[config.mk]
export PLATFORM = sky130hd
export DESIGN_NAME = reno_congestion_window_sender_core
export DESIGN_NICKNAME = d
export VERILOG_FILES = /design/src/sv/rcws_pkg.sv /design/src/sv/rcws_front.sv /design/src/sv/rcws_div.sv /design/src/sv/rcws_back.sv /design/src/sv/reno_congestion_window_sender_core.sv
export SDC_FILE = /design/constraint.sdc
export NUM_CORES = 2
export LEC_CHECK = 0
export BUFFER_PORTS_ARGS = -buffer_cell sky130_fd_sc_hd__buf_2
export CORE_AREA = 2 2 413 415
export CTS_BUF_LIST = sky130_fd_sc_hd__clkbuf_4 sky130_fd_sc_hd__clkbuf_8
export DETAILED_ROUTE_END_ITERATION = 16
export DIE_AREA = 0 0 415 417
export MAX_ROUTING_LAYER = met4
export PLACE_DENSITY = 0.67
export SLEW_MARGIN = 10
export SYNTH_ARGS = -nofsm -noshare
export SYNTH_HDL_FRONTEND = slang
export SYNTH_SLANG_ARGS = --single-unit
[constraint.sdc]
create_clock -name clk_i -period 10.95 [get_ports clk_i]
set_input_delay 1.095 -clock clk_i [delete_from_list [all_inputs] [get_ports clk_i]]
set_output_delay 1.095 -clock clk_i [all_outputs]
set_load 0.1 [all_outputs]
[src/sv/rcws_pkg.sv]
`default_nettype none
package rcws_pkg;

  typedef enum logic [3:0] {
    S_IDLE, S_CLASS, S_RTT, S_DIVB, S_DIVW, S_TMO, S_LIM, S_RTX, S_SEND, S_STAT
  } back_state_e;

  typedef struct packed {
    logic        tick;
    logic [31:0] ack;
  } ev_t;

  localparam logic [1:0] KIND_SEND   = 2'd0;
  localparam logic [1:0] KIND_RTX    = 2'd1;
  localparam logic [1:0] KIND_STATUS = 2'd2;

  localparam logic [1:0] PH_SLOW  = 2'd0;
  localparam logic [1:0] PH_AVOID = 2'd1;
  localparam logic [1:0] PH_FAST  = 2'd2;

  localparam logic [2:0] REG_MSS   = 3'd0;
  localparam logic [2:0] REG_THR   = 3'd1;
  localparam logic [2:0] REG_TOTAL = 3'd2;
  localparam logic [2:0] REG_RTT   = 3'd3;
  localparam logic [2:0] REG_DEV   = 3'd4;

  localparam logic [10:0] RST_MSS   = 11'd508;
  localparam logic [23:0] RST_THR   = 24'd64000;
  localparam logic [23:0] RST_TOTAL = 24'd0;
  localparam logic [23:0] RST_RTT   = 24'd100000;
  localparam logic [23:0] RST_DEV   = 24'd1000;

  function automatic logic [31:0] sat_add32(input logic [31:0] a, input logic [31:0] b);
    logic [32:0] s;
    s = {1'b0, a} + {1'b0, b};
    return s[32] ? 32'hFFFF_FFFF : s[31:0];
  endfunction

endpackage
`default_nettype wire

[src/sv/rcws_front.sv]
`default_nettype none
module rcws_front (
  input  wire logic          clk_i,
  input  wire logic          rst_ni,
  input  wire logic          in_valid_i,
  output logic               in_stall_o,
  input  wire logic          req_type_i,
  input  wire logic [31:0]   ack_number_i,
  output logic               ev_valid_o,
  output rcws_pkg::ev_t      ev_o,
  input  wire logic          ev_pop_i
);

  rcws_pkg::ev_t mem_q [2];
  logic       wr_q, rd_q;
  logic [1:0] cnt_q;
  logic       push;

  assign in_stall_o = (cnt_q == 2'd2);
  assign push       = in_valid_i && !in_stall_o;
  assign ev_valid_o = (cnt_q != 2'd0);
  assign ev_o       = mem_q[rd_q];

  always_ff @(posedge clk_i) begin
    if (push) begin
      mem_q[wr_q].tick <= req_type_i;
      mem_q[wr_q].ack  <= ack_number_i;
    end
  end

  always_ff @(posedge clk_i or negedge rst_ni) begin
    if (!rst_ni) begin
      wr_q  <= 1'b0;
      rd_q  <= 1'b0;
      cnt_q <= 2'd0;
    end else begin
      if (push) wr_q <= !wr_q;
      if (ev_pop_i) rd_q <= !rd_q;
      cnt_q <= cnt_q + {1'b0, push} - {1'b0, ev_pop_i};
    end
  end

endmodule
`default_nettype wire

[src/sv/rcws_div.sv]
`default_nettype none
module rcws_div (
  input  wire logic        clk_i,
  input  wire logic        rst_ni,
  input  wire logic        start_i,
  input  wire logic [31:0] dividend_i,
  input  wire logic [31:0] divisor_i,
  output logic             done_o,
  output logic [31:0]      quotient_o
);

  logic [31:0] rem_q, quo_q, dvs_q;
  logic [4:0]  cnt_q;
  logic        busy_q, done_q;
  logic [32:0] shifted, trial;

  assign shifted    = {rem_q, quo_q[31]};
  assign trial      = shifted - {1'b0, dvs_q};
  assign done_o     = done_q;
  assign quotient_o = quo_q;

  always_ff @(posedge clk_i) begin
    if (start_i) begin
      rem_q <= '0;
      quo_q <= dividend_i;
      dvs_q <= divisor_i;
    end else if (busy_q) begin
      if (!trial[32]) begin
        rem_q <= trial[31:0];
        quo_q <= {quo_q[30:0], 1'b1};
      end else begin
        rem_q <= shifted[31:0];
        quo_q <= {quo_q[30:0], 1'b0};
      end
    end
  end

  always_ff @(posedge clk_i or negedge rst_ni) begin
    if (!rst_ni) begin
      busy_q <= 1'b0;
      done_q <= 1'b0;
      cnt_q  <= '0;
    end else begin
      done_q <= 1'b0;
      if (start_i) begin
        busy_q <= 1'b1;
        cnt_q  <= '0;
      end else if (busy_q) begin
        cnt_q <= cnt_q + 5'd1;
        if (cnt_q == 5'd31) begin
          busy_q <= 1'b0;
          done_q <= 1'b1;
        end
      end
    end
  end

endmodule
`default_nettype wire

[src/sv/rcws_back.sv]
`default_nettype none
module rcws_back #(
  parameter int MAX_BURST = 16
) (
  input  wire logic          clk_i,
  input  wire logic          rst_ni,
  input  wire logic          restart_i,
  input  wire logic [10:0]   mss_cfg_i,
  input  wire logic [23:0]   thr_cfg_i,
  input  wire logic [23:0]   total_cfg_i,
  input  wire logic [23:0]   rtt_cfg_i,
  input  wire logic [23:0]   dev_cfg_i,
  input  wire logic          ev_valid_i,
  input  wire rcws_pkg::ev_t ev_i,
  output logic               ev_pop_o,
  output logic               out_valid_o,
  input  wire logic          out_stall_i,
  output logic [1:0]         item_kind_o,
  output logic [31:0]        seq_number_o,
  output logic [31:0]        window_bytes_o,
  output logic [31:0]        threshold_bytes_o,
  output logic [1:0]         phase_o,
  output logic               finished_o,
  output logic               last_item_o
);

  localparam int CW = $clog2(MAX_BURST + 1);

  rcws_pkg::back_state_e state_q, state_d;
  rcws_pkg::ev_t ev_q;

  logic [31:0] window_q, thr_q, base_q, head_q, hi_q, elapsed_q, mean_q, dev_q;
  logic [31:0] sample_q, bm_q;
  logic [34:0] lim_q;
  logic [1:0]  phase_q, dup_q;
  logic        rtx_q;
  logic [CW-1:0] cnt_q;

  logic [10:0] mss;
  logic        fin, can_load, send_ok, rtx_due;
  logic        div_start, div_done;
  logic [31:0] div_a, div_b, div_q;
  logic [21:0] mss_sq;
  logic        load_rtx, load_send, load_stat;
  logic [31:0] adv, win_ss;
  logic [33:0] msum, dsum;
  logic [31:0] diff;
  logic [34:0] tmo_lim;
  logic [23:0] remain;

  assign mss      = (mss_cfg_i == 11'd0) ? 11'd1 : mss_cfg_i;
  assign mss_sq   = mss * mss;
  assign fin      = base_q >= {8'd0, total_cfg_i};
  assign can_load = !out_valid_o || !out_stall_i;
  assign send_ok  = (cnt_q < CW'(MAX_BURST)) && (head_q < window_q)
                    && ({3'd0, head_q} < lim_q);
  assign rtx_due  = rtx_q && !fin;
  assign adv      = ev_q.ack - bm_q;
  assign win_ss   = rcws_pkg::sat_add32(window_q, {21'd0, mss});
  assign msum     = {mean_q, 1'b0} + {2'd0, mean_q} + {2'd0, sample_q};
  assign diff     = (mean_q > sample_q) ? mean_q - sample_q : sample_q - mean_q;
  assign dsum     = {dev_q, 1'b0} + {2'd0, dev_q} + {2'd0, diff};
  assign tmo_lim  = {3'd0, mean_q} + {1'b0, dev_q, 2'b00};
  assign remain   = total_cfg_i - base_q[23:0];

  assign div_a = (state_q == rcws_pkg::S_RTT) ? ev_q.ack : {10'd0, mss_sq};
  assign div_b = (state_q == rcws_pkg::S_RTT) ? {21'd0, mss} : window_q;

  rcws_div u_div (
    .clk_i      (clk_i),
    .rst_ni     (rst_ni),
    .start_i    (div_start),
    .dividend_i (div_a),
    .divisor_i  (div_b),
    .done_o     (div_done),
    .quotient_o (div_q)
  );

  always_comb begin
    state_d = state_q;
    case (state_q)
      rcws_pkg::S_IDLE:  if (!restart_i && ev_valid_i) state_d = rcws_pkg::S_CLASS;
      rcws_pkg::S_CLASS: begin
        if (!ev_q.tick && ev_q.ack > hi_q) state_d = rcws_pkg::S_RTT;
        else state_d = rcws_pkg::S_TMO;
      end
      rcws_pkg::S_RTT:   state_d = rcws_pkg::S_DIVB;
      rcws_pkg::S_DIVB: begin
        if (div_done) begin
          if (phase_q == rcws_pkg::PH_AVOID && window_q != 32'd0) state_d = rcws_pkg::S_DIVW;
          else state_d = rcws_pkg::S_TMO;
        end
      end
      rcws_pkg::S_DIVW:  if (div_done) state_d = rcws_pkg::S_TMO;
      rcws_pkg::S_TMO:   state_d = rcws_pkg::S_LIM;
      rcws_pkg::S_LIM:   state_d = rcws_pkg::S_RTX;
      rcws_pkg::S_RTX:   if (!rtx_due || can_load) state_d = rcws_pkg::S_SEND;
      rcws_pkg::S_SEND:  if (!send_ok) state_d = rcws_pkg::S_STAT;
      rcws_pkg::S_STAT:  if (can_load) state_d = rcws_pkg::S_IDLE;
      default:           state_d = rcws_pkg::S_IDLE;
    endcase
  end

  always_comb begin
    ev_pop_o  = (state_q == rcws_pkg::S_IDLE) && !restart_i && ev_valid_i;
    div_start = (state_q == rcws_pkg::S_RTT) ||
                ((state_q == rcws_pkg::S_DIVB) && div_done &&
                 phase_q == rcws_pkg::PH_AVOID && window_q != 32'd0);
    load_rtx  = (state_q == rcws_pkg::S_RTX) && rtx_due && can_load;
    load_send = (state_q == rcws_pkg::S_SEND) && send_ok && can_load;
    load_stat = (state_q == rcws_pkg::S_STAT) && can_load;
  end

  // Result register: window, threshold, phase and finished are final by the time
  // any item of the event loads.
  always_ff @(posedge clk_i) begin
    if (load_rtx || load_send || load_stat) begin
      item_kind_o       <= load_rtx ? rcws_pkg::KIND_RTX :
                           load_send ? rcws_pkg::KIND_SEND : rcws_pkg::KIND_STATUS;
      seq_number_o      <= load_rtx ? bm_q : load_send ? bm_q + head_q : 32'd0;
      window_bytes_o    <= window_q;
      threshold_bytes_o <= thr_q;
      phase_o           <= phase_q;
      finished_o        <= fin;
      last_item_o       <= load_stat;
    end
  end

  always_ff @(posedge clk_i or negedge rst_ni) begin
    if (!rst_ni) begin
      state_q     <= rcws_pkg::S_IDLE;
      out_valid_o <= 1'b0;
      ev_q        <= '0;
      window_q    <= {21'd0, rcws_pkg::RST_MSS};
      thr_q       <= {8'd0, rcws_pkg::RST_THR};
      phase_q     <= rcws_pkg::PH_SLOW;
      base_q      <= '0;
      head_q      <= '0;
      hi_q        <= '0;
      dup_q       <= '0;
      elapsed_q   <= '0;
      mean_q      <= {rcws_pkg::RST_RTT, 8'd0};
      dev_q       <= {rcws_pkg::RST_DEV, 8'd0};
      sample_q    <= '0;
      bm_q        <= '0;
      lim_q       <= '0;
      rtx_q       <= 1'b0;
      cnt_q       <= '0;
    end else begin
      state_q <= state_d;
      if (load_rtx || load_send || load_stat) out_valid_o <= 1'b1;
      else if (!out_stall_i) out_valid_o <= 1'b0;
      case (state_q)
        rcws_pkg::S_IDLE: begin
          if (restart_i) begin
            window_q  <= {21'd0, mss_cfg_i};
            thr_q     <= {8'd0, thr_cfg_i};
            phase_q   <= rcws_pkg::PH_SLOW;
            base_q    <= '0;
            head_q    <= '0;
            hi_q      <= '0;
            dup_q     <= '0;
            elapsed_q <= '0;
            mean_q    <= {rtt_cfg_i, 8'd0};
            dev_q     <= {dev_cfg_i, 8'd0};
            bm_q      <= '0;
          end else if (ev_valid_i) begin
            ev_q  <= ev_i;
            rtx_q <= 1'b0;
            cnt_q <= '0;
          end
        end
        rcws_pkg::S_CLASS: begin
          if (ev_q.tick) begin
            elapsed_q <= rcws_pkg::sat_add32(elapsed_q, 32'd1);
          end else if (ev_q.ack > hi_q) begin
            hi_q     <= ev_q.ack;
            head_q   <= (head_q < adv) ? 32'd0 : head_q - adv;
            dup_q    <= '0;
            sample_q <= (elapsed_q > 32'h00FF_FFFF) ? 32'hFFFF_FF00 : {elapsed_q[23:0], 8'd0};
          end else if (ev_q.ack == hi_q) begin
            if (phase_q == rcws_pkg::PH_FAST) begin
              window_q <= win_ss;
              if (dup_q != 2'd3) dup_q <= dup_q + 2'd1;
            end else if (dup_q inside {2'd2, 2'd3}) begin
              // third duplicate: fast retransmit
              dup_q     <= '0;
              thr_q     <= {1'b0, window_q[31:1]};
              window_q  <= rcws_pkg::sat_add32({1'b0, window_q[31:1]},
                                               {19'd0, {mss, 1'b0} + {2'd0, mss}});
              phase_q   <= rcws_pkg::PH_FAST;
              rtx_q     <= 1'b1;
              elapsed_q <= '0;
            end else begin
              dup_q <= dup_q + 2'd1;
            end
          end
        end
        rcws_pkg::S_RTT: begin
          // mean first; deviation follows from the new mean
          mean_q    <= msum[33:2];
          elapsed_q <= '0;
        end
        rcws_pkg::S_DIVB: begin
          if (div_done) begin
            base_q <= div_q;
            dev_q  <= dsum[33:2];
            case (phase_q)
              rcws_pkg::PH_SLOW: begin
                window_q <= win_ss;
                if (win_ss >= thr_q) phase_q <= rcws_pkg::PH_AVOID;
              end
              rcws_pkg::PH_AVOID: if (window_q == 32'd0) window_q <= win_ss;
              default: begin
                window_q <= thr_q;
                phase_q  <= rcws_pkg::PH_AVOID;
              end
            endcase
          end
        end
        rcws_pkg::S_DIVW: if (div_done) window_q <= rcws_pkg::sat_add32(window_q, div_q);
        rcws_pkg::S_TMO: begin
          if (!fin && {elapsed_q, 8'd0} > {5'd0, tmo_lim}) begin
            thr_q     <= {1'b0, window_q[31:1]};
            window_q  <= {21'd0, mss};
            phase_q   <= rcws_pkg::PH_SLOW;
            dup_q     <= '0;
            elapsed_q <= '0;
            rtx_q     <= 1'b1;
          end
        end
        rcws_pkg::S_LIM: begin
          bm_q  <= base_q * {21'd0, mss};
          lim_q <= fin ? 35'd0 : remain * mss;
        end
        rcws_pkg::S_SEND: begin
          if (load_send) begin
            if (head_q == 32'd0) elapsed_q <= '0;
            head_q <= rcws_pkg::sat_add32(head_q, {21'd0, mss});
            cnt_q  <= cnt_q + CW'(1);
          end
        end
        default: ;
      endcase
    end
  end

  a_last_is_status: assert property (@(posedge clk_i) disable iff (!rst_ni)
    out_valid_o && last_item_o |-> item_kind_o == rcws_pkg::KIND_STATUS)
    else $error("last item is not a status item");
  a_rtx_not_finished: assert property (@(posedge clk_i) disable iff (!rst_ni)
    out_valid_o && item_kind_o == rcws_pkg::KIND_RTX |-> !finished_o)
    else $error("retransmit after transfer finished");
  a_div_state: assert property (@(posedge clk_i) disable iff (!rst_ni)
    div_done |-> state_q == rcws_pkg::S_DIVB || state_q == rcws_pkg::S_DIVW)
    else $error("divider finished outside a divide state");

endmodule
`default_nettype wire

[src/sv/reno_congestion_window_sender_core.sv]
// Work: a tick, stale or repeated ack needs no division in the back end, a new ack
//   one division and a new ack in congestion avoidance two (when the window is nonzero).
// Sends come in a burst of up to MAX_BURST, and the front queue registers each event first.
// Throughput: one event at a time in the back end; output stalls hold it there.
// Reset: asynchronous active low; registers return to their defaults and the
//   transfer state restarts from them; a write to a known register also restarts it.
`default_nettype none
module reno_congestion_window_sender_core #(
  parameter int MAX_BURST = 16
) (
  input  wire logic        clk_i,
  input  wire logic        rst_ni,
  input  wire logic        in_valid_i,
  output logic             in_stall_o,
  input  wire logic        req_type_i,
  input  wire logic [31:0] ack_number_i,
  output logic             out_valid_o,
  input  wire logic        out_stall_i,
  output logic [1:0]       item_kind_o,
  output logic [31:0]      seq_number_o,
  output logic [31:0]      window_bytes_o,
  output logic [31:0]      threshold_bytes_o,
  output logic [1:0]       phase_o,
  output logic             finished_o,
  output logic             last_item_o,
  input  wire logic        cfg_valid_i,
  output logic             cfg_ready_o,
  input  wire logic [2:0]  cfg_index_i,
  input  wire logic [23:0] cfg_data_i
);

  logic [10:0] mss_q;
  logic [23:0] thr_q, total_q, rtt_q, dev_q;
  logic        restart_q;
  logic        ev_valid, ev_pop;
  rcws_pkg::ev_t ev;

  // Writes must arrive only while idle (the block does not enforce it); always take the transfer.
  assign cfg_ready_o = 1'b1;

  // Hold register values; a write to a known register also sets a registered restart
  // strobe, so the transfer restarts once the new value is in place.
  always_ff @(posedge clk_i or negedge rst_ni) begin
    if (!rst_ni) begin
      mss_q     <= rcws_pkg::RST_MSS;
      thr_q     <= rcws_pkg::RST_THR;
      total_q   <= rcws_pkg::RST_TOTAL;
      rtt_q     <= rcws_pkg::RST_RTT;
      dev_q     <= rcws_pkg::RST_DEV;
      restart_q <= 1'b0;
    end else begin
      restart_q <= 1'b0;
      if (cfg_valid_i) begin
        restart_q <= 1'b1;
        case (cfg_index_i)
          rcws_pkg::REG_MSS:   mss_q   <= cfg_data_i[10:0];
          rcws_pkg::REG_THR:   thr_q   <= cfg_data_i;
          rcws_pkg::REG_TOTAL: total_q <= cfg_data_i;
          rcws_pkg::REG_RTT:   rtt_q   <= cfg_data_i;
          rcws_pkg::REG_DEV:   dev_q   <= cfg_data_i;
          default:             restart_q <= 1'b0;
        endcase
      end
    end
  end

  // Front end: queue up to two events so the input side keeps moving while the back end works; it stalls when full.
  rcws_front u_front (
    .clk_i        (clk_i),
    .rst_ni       (rst_ni),
    .in_valid_i   (in_valid_i),
    .in_stall_o   (in_stall_o),
    .req_type_i   (req_type_i),
    .ack_number_i (ack_number_i),
    .ev_valid_o   (ev_valid),
    .ev_o         (ev),
    .ev_pop_i     (ev_pop)
  );

  // Back end: window update, timeout, retransmit, burst of sends, status.
  rcws_back #(
    .MAX_BURST (MAX_BURST)
  ) u_back (
    .clk_i             (clk_i),
    .rst_ni            (rst_ni),
    .restart_i         (restart_q),
    .mss_cfg_i         (mss_q),
    .thr_cfg_i         (thr_q),
    .total_cfg_i       (total_q),
    .rtt_cfg_i         (rtt_q),
    .dev_cfg_i         (dev_q),
    .ev_valid_i        (ev_valid),
    .ev_i              (ev),
    .ev_pop_o          (ev_pop),
    .out_valid_o       (out_valid_o),
    .out_stall_i       (out_stall_i),
    .item_kind_o       (item_kind_o),
    .seq_number_o      (seq_number_o),
    .window_bytes_o    (window_bytes_o),
    .threshold_bytes_o (threshold_bytes_o),
    .phase_o           (phase_o),
    .finished_o        (finished_o),
    .last_item_o       (last_item_o)
  );

endmodule
`default_nettype wire
==> impl_metrics.json <==
{
  "period_minus_slack_ns": 9.95,
  "fin_crit_sh_pct": 90.9,
  "clock_skew_ns": 0.0737,
  "rsz0062_at_grt": "false",
  "drt-initial-drc-count": 6653,
  "critPathArrivalTime_ns": 10.72,
  "async_reset_ff_share_pct": 66.1,
  "core_um2": 169000,
  "tritoncts": "built",
  "pre_cts_slack_ns": 1.24,
  "crit_family": "compound AO/OA/AOI/OAI gates",
  "die_y_um": 417,
  "clk_pin_slew_worst_paths_ns": 0.06,
  "drt-total-wl_mm": 262,
  "holdBufCountCts": 0,
  "synthesis.area_um2": 75300,
  "tns_ns": 0,
  "row_count": 151,
  "worst_slew_pin_slew_ns": 1.30,
  "gr-usage-all-layers_pct": 30.9,
  "cts_buffers": 150,
  "worstSetupStartpointType": "flip-flop",
  "antenna_found_initial": 14,
  "path_buf_inv": 3,
  "largest_reg_flops": 66,
  "drc": 0,
  "ys.flop_type": "dfrtp_1",
  "max_stage_delay_ns": 1.01,
  "vias_per_cell": 5.96,
  "ctsRootBufferMaster": "clkbuf_8",
  "start_util_pct": 44.7,
  "synthToLayoutAreaGrowth_pct": 8.68,
  "port_buffers": 167,
  "ys_ff_latch": 776,
  "synthDistinctLibCells": 94,
  "nets": 9842,
  "firstDrtPassIters": 8,
  "synth_top_area_share_pct": 15.4,
  "synth_top_area_cell": "dfrtp_1",
  "postCtsSetupBuffers": 0,
  "yosys_warnings": 0,
  "final_common_cell": "inv_1",
  "syn-num-nets": 9770,
  "grt_max_degree": 148,
  "hold_path_class": "in -> async",
  "clkSinkCount": 776,
  "final_hold_viol_count": 0,
  "crit_type": "reg -> reg",
  "critPathRequiredTime_ns": 11.72,
  "io-pin-count": 170,
  "grt_pass1_wl_mm": 395,
  "worstSkewPairLatency_ns": 0.97,
  "max_flop_register": "u_front.mem_q",
  "final_layout_size_suffix_gt1_share_pct": 8.99,
  "crit_slowest_cell": "xnor2_1",
  "slew_headroom_pct": 13.0,
  "die_area_um2": 173000,
  "n_fill_cell": 16100,
  "wl_per_cell_um": 24.2,
  "die_w_um": 415,
  "setup_slack_ns": 0.997,
  "htree_levels": 4,
  "syn_inst": 8406,
  "drv_slew": 0,
  "vias": 64600,
  "cpMostUsedCell": "fa_1",
  "grt_pass1_vias": 63200,
  "max_freq_ghz": 0.100,
  "dpl.hpwl_mm": 198,
  "yosysSeqAreaShare_pct": 27.2,
  "grt-ovfl-total": 0,
  "mostFrequentLayoutCells": "inv_1, nand2_1, ha_1",
  "place.gp.congestion": 0.968,
  "finalSetupViolations": 0,
  "cts_max_path_buffers": 3,
  "avgSynthCellArea_um2": 8.96,
  "post_dp_cell_area_um2": 78700,
  "ant_nets": 0,
  "cp_max_fo": 11,
  "max_cap_viol_count": 0,
  "synth_edf_count": 231,
  "outcome": "complete, no violations",
  "postLayoutCellArea_um2": 81900,
  "cts_resized": 0,
  "end_kind": "flip-flop",
  "top_regs": "u_front.mem_q x66, u_back.lim_q x35, u_back.ev_q x33",
  "synth_area_leaders": "dfrtp_1, fa_1, ha_1, edfxtp_1, inv_1"
}
## logic make-up after synthesis
logic type	Yosys count	share of synthesized area, %
xor+xnor	395	4.59
other cells	2	0.00997
buf+inv	1348	6.77
fa+ha+maj	1299	27.1
compound gates	2072	17.4
flops	776	27.2
mux	189	2.65
simple gates	2325	14.3
## worst paths after layout
kind	startpoint	endpoint	cells after the start	slack (ns)
max	u_back.base_q[1]	u_back.lim_q[33]	29	1.0
min reg2reg	u_back.lim_q[32]	u_back.lim_q[32]	2	0.48
min	rst_ni	u_back.sample_q[31]	1	0.14
min in group clk_i	ack_number_i[7]	u_front.mem_q[1][7]	1	0.31
max reg2reg	u_back.base_q[1]	u_back.lim_q[33]	29	1.0
max in group asynchronous	rst_ni	u_back.bm_q[1]	2	9.21
## cell usage after synthesis (all sizes together), types with 75 or more instances
cell	n
a21o	221
a21oi	613
a31oi	83
and2	141
and3	75
clkbuf	325
dfrtp	463
edfxtp	231
fa	559
ha	740
inv	972
mux2	82
mux2i	107
nand2	865
nand2b	78
nand3	215
nor2	515
nor3	147
o21ai	498
xnor2	257
xor2	138
## layout make-up
| cell class | count | area (um2) | share of cell area (%) |
|---|---|---|---|
| inverters | 978 | 3670 | 4.48 |
| clock inverters | 66 | 563 | 0.688 |
| multi-input cells | 6282 | 49900 | 61.0 |
| diodes | 9 | 22.5 | 0.0275 |
| well taps | 2218 | 2780 | 3.39 |
| flip-flops and latches | 776 | 20500 | 25.0 |
| repair buffers | 290 | 1810 | 2.21 |
| clock buffers | 215 | 2630 | 3.22 |
## metal layers
metal | share of wire, % | vias to the layer above | track usage [%]
li1 | - | 29200 | -
met1 | 42 | 32000 | 40.8
met2 | 44 | 2796 | 45.8
met3 | 8.9 | 629 | 6.41
met4 | 5.0 | 0 | 13.7
met5 | 0 | - | -
## metrics by stage
stage	hold slack, ns	std cells	util (%)
2_1_floorplan	0.439	8406	-
5_1_grt	0.208	10800	48.6
4_1_cts	0.166	10800	48.6
3_5_place_dp	0.466	10500	46.7
3_3_place_gp	0.454	10500	46.7
6_report	0.138	10800	48.6
## worst register-to-register path, delay by kind of cell, from the launching register on
family	cells	cell delay, ns
adders and majority gates	7	3.57
buffers and inverters	3	0.43
DFF	1	0.47
and+or+nand+nor	2	0.41
xor gates and xnor gates	2	1.18
AOI/OAI and AO/OA	15	3.71
Power is not shown: default switching activity piles up to over one toggle a cycle in this logic, so the estimate is an artifact.
